<file path="src/sv/wft_pkg.sv">
// Shared types and constants of the Wiegand frame transmitter.
package wft_pkg;

    localparam int PAYLOAD_W = 32;
    localparam int POS_W     = 6;
    localparam int PHASE_W   = 8;
    localparam int PULSE_W   = 4;
    localparam int CFG_IDX_W = 1;
    localparam int CFG_W     = 8;

    // Item opcodes
    localparam logic OP_TICK = 1'b0;
    localparam logic OP_SEND = 1'b1;

    // Frame formats
    localparam logic [1:0] FMT_26 = 2'd0;
    localparam logic [1:0] FMT_34 = 2'd1;
    localparam logic [1:0] FMT_4  = 2'd2;

    // Configuration register indexes
    localparam logic [CFG_IDX_W-1:0] CFG_PULSE_TICKS = 1'd0;
    localparam logic [CFG_IDX_W-1:0] CFG_BIT_TICKS   = 1'd1;

    localparam logic [PULSE_W-1:0] PULSE_TICKS_RST = 4'd1;
    localparam logic [PHASE_W-1:0] BIT_TICKS_RST   = 8'd5;
    localparam logic [PHASE_W-1:0] BIT_TICKS_MIN   = 8'd2;

    localparam logic [POS_W-1:0] LAST_POS_26 = 6'd25;
    localparam logic [POS_W-1:0] LAST_POS_34 = 6'd33;
    localparam logic [POS_W-1:0] LAST_POS_4  = 6'd4;

    // Frame image built from one send item
    typedef struct packed {
        logic                 valid;
        logic [PAYLOAD_W-1:0] payload;
        logic                 even_par;
        logic                 odd_par;
        logic [POS_W-1:0]     last_pos;
        logic [POS_W-1:0]     first_pos;
        logic                 no_parity;
    } frame_load_t;

    typedef struct packed {
        logic [PULSE_W-1:0] pulse_ticks;
        logic [PHASE_W-1:0] bit_ticks;
    } timing_cfg_t;

    typedef struct packed {
        logic zero_pulse;
        logic one_pulse;
        logic busy_res;
        logic frame_done;
    } line_result_t;

endpackage

</file>
<file path="src/sv/wft_loader.sv">
// Packs the identifier bytes into a frame image and works out its parity bits.
module wft_loader (
    input  logic [1:0]           frame_format,
    input  logic                 byte_order,
    input  logic [7:0]           id_byte0,
    input  logic [7:0]           id_byte1,
    input  logic [7:0]           id_byte2,
    input  logic [7:0]           id_byte3,
    output wft_pkg::frame_load_t load
);
    import wft_pkg::*;

    always_comb begin
        load = '0;
        case (frame_format)
            FMT_26: begin
                load.valid    = 1'b1;
                load.payload  = byte_order ? {8'h00, id_byte2, id_byte1, id_byte0}
                                           : {8'h00, id_byte1, id_byte2, id_byte3};
                load.even_par = ^load.payload[23:12];
                load.odd_par  = ~(^load.payload[11:0]);
                load.last_pos = LAST_POS_26;
            end
            FMT_34: begin
                load.valid    = 1'b1;
                load.payload  = byte_order ? {id_byte0, id_byte1, id_byte2, id_byte3}
                                           : {id_byte3, id_byte2, id_byte1, id_byte0};
                load.even_par = ^load.payload[31:16];
                load.odd_par  = ~(^load.payload[15:0]);
                load.last_pos = LAST_POS_34;
            end
            FMT_4: begin
                load.valid     = 1'b1;
                load.payload   = {24'h000000, id_byte0};
                load.last_pos  = LAST_POS_4;
                load.first_pos = 6'd1;
                load.no_parity = 1'b1;
            end
            default: begin
                load.valid = 1'b0;
            end
        endcase
    end

endmodule

</file>
<file path="src/sv/wft_sequencer.sv">
// Frame state registers and the per-tick bit timer and line drive logic.
module wft_sequencer (
    input  logic                  aclk,
    input  logic                  aresetn,
    input  logic                  accept,
    input  logic                  op,
    input  wft_pkg::frame_load_t  load,
    input  wft_pkg::timing_cfg_t  cfg,
    output wft_pkg::line_result_t result
);
    import wft_pkg::*;

    logic [PAYLOAD_W-1:0] payload_reg, payload_next;
    logic                 even_reg, even_next;
    logic                 odd_reg, odd_next;
    logic [POS_W-1:0]     pos_reg, pos_next;
    logic [POS_W-1:0]     last_reg, last_next;
    logic                 no_par_reg, no_par_next;
    logic [PHASE_W-1:0]   phase_reg, phase_next;
    logic                 active_reg, active_next;
    logic [1:0]           lines_reg, lines_next;
    logic                 done;

    logic [PHASE_W-1:0]   bt;
    logic [PHASE_W-1:0]   bt_last;
    logic [PHASE_W-1:0]   pt;
    logic [POS_W-1:0]     idx;
    logic                 cur_bit;

    // Effective timing: bit at least two ticks, pulse in 1 .. bit-1
    always_comb begin
        bt      = (cfg.bit_ticks < BIT_TICKS_MIN) ? BIT_TICKS_MIN : cfg.bit_ticks;
        bt_last = bt - 8'd1;
        pt      = {4'h0, cfg.pulse_ticks};
        if (pt == 8'd0) begin
            pt = 8'd1;
        end
        if (pt > bt_last) begin
            pt = bt_last;
        end
    end

    // Bit under transmission
    always_comb begin
        idx     = '0;
        cur_bit = 1'b0;
        if (!no_par_reg) begin
            idx = last_reg - 6'd1 - pos_reg;
            if (pos_reg == '0) begin
                cur_bit = even_reg;
            end else if (pos_reg >= last_reg) begin
                cur_bit = odd_reg;
            end else begin
                cur_bit = payload_reg[idx[4:0]];
            end
        end else begin
            idx     = (last_reg >= pos_reg) ? (last_reg - pos_reg) : '0;
            cur_bit = payload_reg[idx[4:0]];
        end
    end

    always_comb begin
        payload_next = payload_reg;
        even_next    = even_reg;
        odd_next     = odd_reg;
        pos_next     = pos_reg;
        last_next    = last_reg;
        no_par_next  = no_par_reg;
        phase_next   = phase_reg;
        active_next  = active_reg;
        lines_next   = lines_reg;
        done         = 1'b0;
        if (op == OP_SEND) begin
            if (load.valid) begin
                payload_next = load.payload;
                even_next    = load.even_par;
                odd_next     = load.odd_par;
                pos_next     = load.first_pos;
                last_next    = load.last_pos;
                no_par_next  = load.no_parity;
                phase_next   = '0;
                active_next  = 1'b1;
                lines_next   = 2'b00;
            end
        end else if (active_reg) begin
            if (phase_reg < pt) begin
                lines_next = cur_bit ? 2'b10 : 2'b01;
            end else begin
                lines_next = 2'b00;
            end
            if (phase_reg >= bt_last) begin
                phase_next = '0;
                if (pos_reg >= last_reg) begin
                    active_next = 1'b0;
                    lines_next  = 2'b00;
                    done        = 1'b1;
                end else begin
                    pos_next = pos_reg + 6'd1;
                end
            end else begin
                phase_next = phase_reg + 8'd1;
            end
        end else begin
            lines_next = 2'b00;
        end
        result.zero_pulse = lines_next[0];
        result.one_pulse  = lines_next[1];
        result.busy_res   = active_next;
        result.frame_done = done;
    end

    always_ff @(posedge aclk) begin
        if (!aresetn) begin
            payload_reg <= '0;
            even_reg    <= 1'b0;
            odd_reg     <= 1'b0;
            pos_reg     <= '0;
            last_reg    <= '0;
            no_par_reg  <= 1'b0;
            phase_reg   <= '0;
            active_reg  <= 1'b0;
            lines_reg   <= 2'b00;
        end else if (accept) begin
            payload_reg <= payload_next;
            even_reg    <= even_next;
            odd_reg     <= odd_next;
            pos_reg     <= pos_next;
            last_reg    <= last_next;
            no_par_reg  <= no_par_next;
            phase_reg   <= phase_next;
            active_reg  <= active_next;
            lines_reg   <= lines_next;
        end
    end

endmodule

</file>
<file path="src/sv/wiegand_frame_transmitter.sv">
// Wiegand 26/34/4-bit frame transmitter: top level with config and result registers.
// A transfer's result is registered and valid at the output in the next cycle.
// Throughput: one item per cycle; a new item is taken whenever the result register
// is empty or its result is transferred in the same cycle.
// Reset (synchronous, active low): idle, lines released, pulse_ticks 1, bit_ticks 5.
module wiegand_frame_transmitter (
    input  logic                            aclk,
    input  logic                            aresetn,
    // configuration write port
    input  logic                            cfg_wr_en,
    input  logic [wft_pkg::CFG_IDX_W-1:0]   cfg_index,
    input  logic [wft_pkg::CFG_W-1:0]       cfg_wdata,
    // input items
    input  logic                            s_valid,
    output logic                            s_ready,
    input  logic                            s_op,
    input  logic [1:0]                      s_frame_format,
    input  logic                            s_byte_order,
    input  logic [7:0]                      s_id_byte0,
    input  logic [7:0]                      s_id_byte1,
    input  logic [7:0]                      s_id_byte2,
    input  logic [7:0]                      s_id_byte3,
    // result items
    output logic                            m_valid,
    input  logic                            m_ready,
    output logic                            m_zero_pulse,
    output logic                            m_one_pulse,
    output logic                            m_busy_res,
    output logic                            m_frame_done
);
    import wft_pkg::*;

    timing_cfg_t  cfg_reg;
    frame_load_t  load;
    line_result_t result;
    line_result_t res_reg;
    logic         m_valid_reg;
    logic         accept;

    // Take a new item when the result slot is free or draining this cycle
    assign s_ready = !m_valid_reg || m_ready;
    assign accept  = s_valid && s_ready;

    // Configuration registers; a write lands at the edge where the enable is high
    always_ff @(posedge aclk) begin
        if (!aresetn) begin
            cfg_reg.pulse_ticks <= PULSE_TICKS_RST;
            cfg_reg.bit_ticks   <= BIT_TICKS_RST;
        end else if (cfg_wr_en) begin
            case (cfg_index)
                CFG_PULSE_TICKS: cfg_reg.pulse_ticks <= cfg_wdata[PULSE_W-1:0];
                CFG_BIT_TICKS:   cfg_reg.bit_ticks   <= cfg_wdata[PHASE_W-1:0];
                default:         cfg_reg             <= cfg_reg;
            endcase
        end
    end

    // Build the frame image from the send fields
    wft_loader u_loader (
        .frame_format (s_frame_format),
        .byte_order   (s_byte_order),
        .id_byte0     (s_id_byte0),
        .id_byte1     (s_id_byte1),
        .id_byte2     (s_id_byte2),
        .id_byte3     (s_id_byte3),
        .load         (load)
    );

    // Advance the bit timer and frame state on every transfer
    wft_sequencer u_sequencer (
        .aclk    (aclk),
        .aresetn (aresetn),
        .accept  (accept),
        .op      (s_op),
        .load    (load),
        .cfg     (cfg_reg),
        .result  (result)
    );

    // Result register: hold until the downstream transfer
    always_ff @(posedge aclk) begin
        if (!aresetn) begin
            m_valid_reg <= 1'b0;
        end else if (accept) begin
            m_valid_reg <= 1'b1;
        end else if (m_ready) begin
            m_valid_reg <= 1'b0;
        end
    end

    always_ff @(posedge aclk) begin
        if (accept) begin
            res_reg <= result;
        end
    end

    assign m_valid      = m_valid_reg;
    assign m_zero_pulse = res_reg.zero_pulse;
    assign m_one_pulse  = res_reg.one_pulse;
    assign m_busy_res   = res_reg.busy_res;
    assign m_frame_done = res_reg.frame_done;

endmodule
</file>
<file path="config.mk">
export PLATFORM = sky130hd
export DESIGN_NAME = wiegand_frame_transmitter
export DESIGN_NICKNAME = d
export VERILOG_FILES = /design/src/sv/wft_pkg.sv /design/src/sv/wft_loader.sv /design/src/sv/wft_sequencer.sv /design/src/sv/wiegand_frame_transmitter.sv
export SDC_FILE = /design/constraint.sdc
export NUM_CORES = 1
export LEC_CHECK = 0
export BUFFER_PORTS_ARGS = -buffer_cell sky130_fd_sc_hd__buf_2
export CORE_ASPECT_RATIO = 0.6
export CORE_MARGIN = 2
export CORE_UTILIZATION = 55
export CTS_BUF_LIST = sky130_fd_sc_hd__clkbuf_4 sky130_fd_sc_hd__clkbuf_8 sky130_fd_sc_hd__clkbuf_16
export DETAILED_ROUTE_END_ITERATION = 12
export GPL_TIMING_DRIVEN = 0
export PLACE_DENSITY_LB_ADDON = 0.1
export SETUP_SLACK_MARGIN = 0.15
export SKIP_LAST_GASP = 1
export SLEW_MARGIN = 20
export SYNTH_ARGS = -nofsm -noshare
export SYNTH_HDL_FRONTEND = slang
export SYNTH_HIERARCHICAL = 1
export SYNTH_SLANG_ARGS = --single-unit
</file>
<file path="constraint.sdc">
create_clock -name aclk -period 4.55 [get_ports aclk]
set_input_delay 0.91 -clock aclk [delete_from_list [all_inputs] [get_ports aclk]]
set_output_delay 0.91 -clock aclk [all_outputs]
set_load 0.005 [all_outputs]
</file>
==> flow_metrics.env <==
export IMPL_outcome="finished, final reports clean"
export IMPL_cts_clk_slew_worst_paths_ns=0.06
export IMPL_final_setup_viol_count=0
export IMPL_power_frac_seq=0.331
export IMPL_r2r_start="cfg_reg[2]$_SDFFE_PN1P_"
export IMPL_ys_flop_type="dfxtp_1"
export IMPL_die_area_sq_um=12000
export IMPL_grt_usage=0.304
export IMPL_ctsHoldBuffers=0
export IMPL_netlist_top_cells_count="nand2_1 (177), dfxtp_1 (71), a21oi_1 (47)"
export IMPL_diodes=0
export IMPL_largest_register_ffs=32
export IMPL_synthAdderAreaFrac=0.0718
export IMPL_cts_tree="yes"
export IMPL_antenna_found_initial=0
export IMPL_power_density_nw_per_um2=307
export IMPL_synth_compound_area_frac=0.209
export IMPL_ir_drop_mv=0.210
export IMPL_root_buffer="clkbuf_16"
export IMPL_first_global_vias=5553
export IMPL_cp_start_kind="flop"
export IMPL_vias=6069
export IMPL_fin_cells=1007
export IMPL_numCtsBuffers=9
export IMPL_maxSlewViolCount=0
export IMPL_synth_top_area_frac=0.232
export IMPL_firstDrtPassIters=5
export IMPL_crit_cells=20
export IMPL_worst_path_buf_inv=2
export IMPL_drt_wirelength_per_cell_um=18.0
export IMPL_clock_path_buffers=2
export IMPL_hold_path_depth=2
export IMPL_clkPwrFrac=0.365
export IMPL_min_period_ns=4.19
export IMPL_synth_edf_count=4
export IMPL_viasPerCell=6.03
export IMPL_cp_end_kind="flop"
export IMPL_crit_chain="buf_6, nor4_4, nand2_1, nand2_2, ha_4, xnor2_4, ha_1, nand3_1, o21ai_1, o31a_1, nor3_4, buf_4, nand2_1, o21ai_0, ha_1, nor2b_1, o31ai_1, nand3_1, a211o_1, o31ai_2"
export IMPL_drt_iter0_markers=618
export IMPL_r2r_slack_ns=0.36
export IMPL_tightestPinTransition_ns=0.778
export IMPL_gp_congestion=0.936
export IMPL_clkLatencyLatePin_ns=0.34
export IMPL_num_rows=29
export IMPL_synthXorXnorAreaFrac=0.0785
export IMPL_required_ns=4.72
export IMPL_clock_sinks=75
export IMPL_fin_tns_setup_ns=0
export IMPL_cap_viol_max_count=0
export IMPL_hpwl_um=14100
export IMPL_timing_rr_end="m_one_pulse$_DFFE_PP_"
export IMPL_multi_input_area_sq_um=4290
export IMPL_synth_distinct_cells=79
export IMPL_ant_nets=0
export IMPL_fmax_mhz=238
export IMPL_finalCritPeriodShare=0.922
export IMPL_synth_cells=788
export IMPL_hold_viol_final=0
export IMPL_avgSynthCellArea_sq_um=7.79
export IMPL_yosysTopAreaCell="dfxtp_1"
export IMPL_grt_first_pass_wirelength_um=28600
export IMPL_rsz0062_at_grt="yes"
export IMPL_initial_utilization=0.573
export IMPL_seqCellArea_sq_um=1540
export IMPL_final_nets=947
export IMPL_yosysWarnings=6
export IMPL_dp_cells=986
export IMPL_synth_top_family_by_area="simple AND/OR/NAND/NOR gates"
export IMPL_area_growth_synth_to_final_pct=14.7
export IMPL_reg2reg_depth=20
export IMPL_p_int_mw=1.45
export IMPL_wirelength_um=18100
export IMPL_slowest_delay_ns=0.33
export IMPL_min_to="u_sequencer/even_reg$_SDFFE_PN0P_"
export IMPL_worstPathArrival_ns=4.36
export IMPL_p_sw_frac=0.327
export IMPL_core_sq_um=10700
export IMPL_yosysMostFrequentCell="nand2_1"
export IMPL_path_class="reg2reg"
export IMPL_comb_power_share=0.304
export IMPL_synth_area_sq_um=6140
export IMPL_worst_path_max_fanout=9
export IMPL_io_buffers=51
export IMPL_yosys_register_bits=75
export IMPL_grt_overflow=0
export IMPL_die_y_um=85.8
export IMPL_synth_simple_gate_area_frac=0.232
export IMPL_cts_max_level=3
export IMPL_netSwitchingPower_mw=0.707
export IMPL_drive_above_1_share=0.169
export IMPL_grt_max_degree=15
export IMPL_async_flop_share=0
export IMPL_ios=56
export IMPL_slowest_stage="o31a_1"
export IMPL_critPathTopFamily="compound AO/OA/AOI/OAI gates"
export IMPL_fin_skew_ns=0.00348
export IMPL_hp_start="u_sequencer/even_reg$_SDFFE_PN0P_"
export IMPL_die_width_um=140
export IMPL_seq_area_frac_synth=0.251
export IMPL_ys_top_cells_by_area="dfxtp_1 (23%), nand2_1 (11%), ha_1 (6.5%), a21boi_0 (5.3%), xnor2_1 (4.9%)"
export IMPL_fillCellCount=905
export IMPL_synthMuxAreaShare=0.0891
export IMPL_hold_class="reg2reg"
export IMPL_cellLeakagePower_nw=2.81
export IMPL_post_route_util=0.658
export IMPL_drc=0
export IMPL_maxSlewHeadroom=0.481
## through the flow
stage          setup WS, ns  hold slack, ns  cell area, sq um  total power, mW
6_report              0.356           0.470              7040             2.16
5_1_grt               0.118           0.494              7040             2.24
4_1_cts               0.167           0.472              6950             2.12
3_5_place_dp         0.0209           0.463              6600             1.33
3_3_place_gp          0.188           0.454              6600             1.31
2_1_floorplan         0.705           0.439              6170             1.17
## area by class of cell
| type | instances | area share |
|---|---|---|
| Inverter | 32 | 0.0171 |
| Tap cell | 139 | 0.0247 |
| Clock buffer | 9 | 0.0320 |
| Sequential cell | 75 | 0.219 |
| Timing Repair Buffer | 56 | 0.0416 |
| Multi-Input combinational cell | 635 | 0.609 |
| Buffer | 54 | 0.0418 |
| Clock inverter | 7 | 0.0140 |
## power by group through the flow
stage                     combinational, mW  clock (mW)  sequential [mW]
after floorplan                       0.452           0            0.718
after global placement                0.589           0            0.724
after detailed placement              0.607           0            0.726
after CTS                             0.620       0.793            0.712
after global routing                  0.708       0.819            0.717
final                                 0.656       0.788            0.714
## worst max path at each step
stage / from / end / slack [ns]
2_1_floorplan: cfg_reg[2]$_SDFFE_PN1P_ / u_sequencer/lines_reg[1]$_SDFFE_PN0P_ / 0.71
3_3_place_gp: cfg_reg[2]$_SDFFE_PN1P_ / m_one_pulse$_DFFE_PP_ / 0.19
3_5_place_dp: cfg_reg[5]$_SDFFE_PN0P_ / m_one_pulse$_DFFE_PP_ / 0.02
4_1_cts: cfg_reg[5]$_SDFFE_PN0P_ / m_one_pulse$_DFFE_PP_ / 0.17
5_1_grt: cfg_reg[2]$_SDFFE_PN1P_ / m_one_pulse$_DFFE_PP_ / 0.12
6_report: cfg_reg[2]$_SDFFE_PN1P_ / m_one_pulse$_DFFE_PP_ / 0.36
## routing by layer
metal	vias to the layer above	track usage	share of wire
met5	-	0	0
met4	0	0.0560	0.010
met3	23	0.0955	0.12
met2	307	0.406	0.38
met1	2871	0.473	0.49
li1	2868	-	-
## worst min-delay path, cell delays in order, from the launching register on
cell and delay (ns):
dfxtp_1 0.31, nand2_1 0.05, a21boi_0 0.06
## what timing repair did
action,4_1_cts,5_1_grt
endpoints found under the setup margin,4,4
pin swaps,0,12
hold endpoints to repair,0,0
resized for setup,6,13
buffers inserted,0,5
## layout by cell type, fill, tap and decap left out, drive strengths merged, types with 10 or more instances in the layout
| master | synthesis | routed |
|---|---|---|
| ha | 32 | 32 |
| xor2 | 14 | 14 |
| xnor2 | 35 | 35 |
| a21oi | 48 | 48 |
| nand2b | 14 | 14 |
| clkbuf | 29 | 38 |
| buf | 25 | 81 |
| dfxtp | 71 | 71 |
| nand2 | 177 | 177 |
| inv | 32 | 34 |
| a21boi | 46 | 46 |
| nor3 | 13 | 13 |
| o21ai | 37 | 37 |
| mux2i | 22 | 22 |
| conb | 2 | 10 |
| mux4 | 10 | 10 |
| nor2 | 42 | 42 |
| nand3 | 17 | 17 |
## cells by family (layout without fill, tap and decap cells)
group / after synthesis / count (layout)
AO/OA/AOI/OAI: 187 / 187
XOR/XNOR: 51 / 51
adder cells (fa/ha/maj): 34 / 34
buffers and inverters: 86 / 158
multiplexers: 41 / 41
flip-flops: 75 / 75
other: 2 / 10
AND/OR/NAND/NOR: 312 / 312
(Power assumes the default switching activity.)
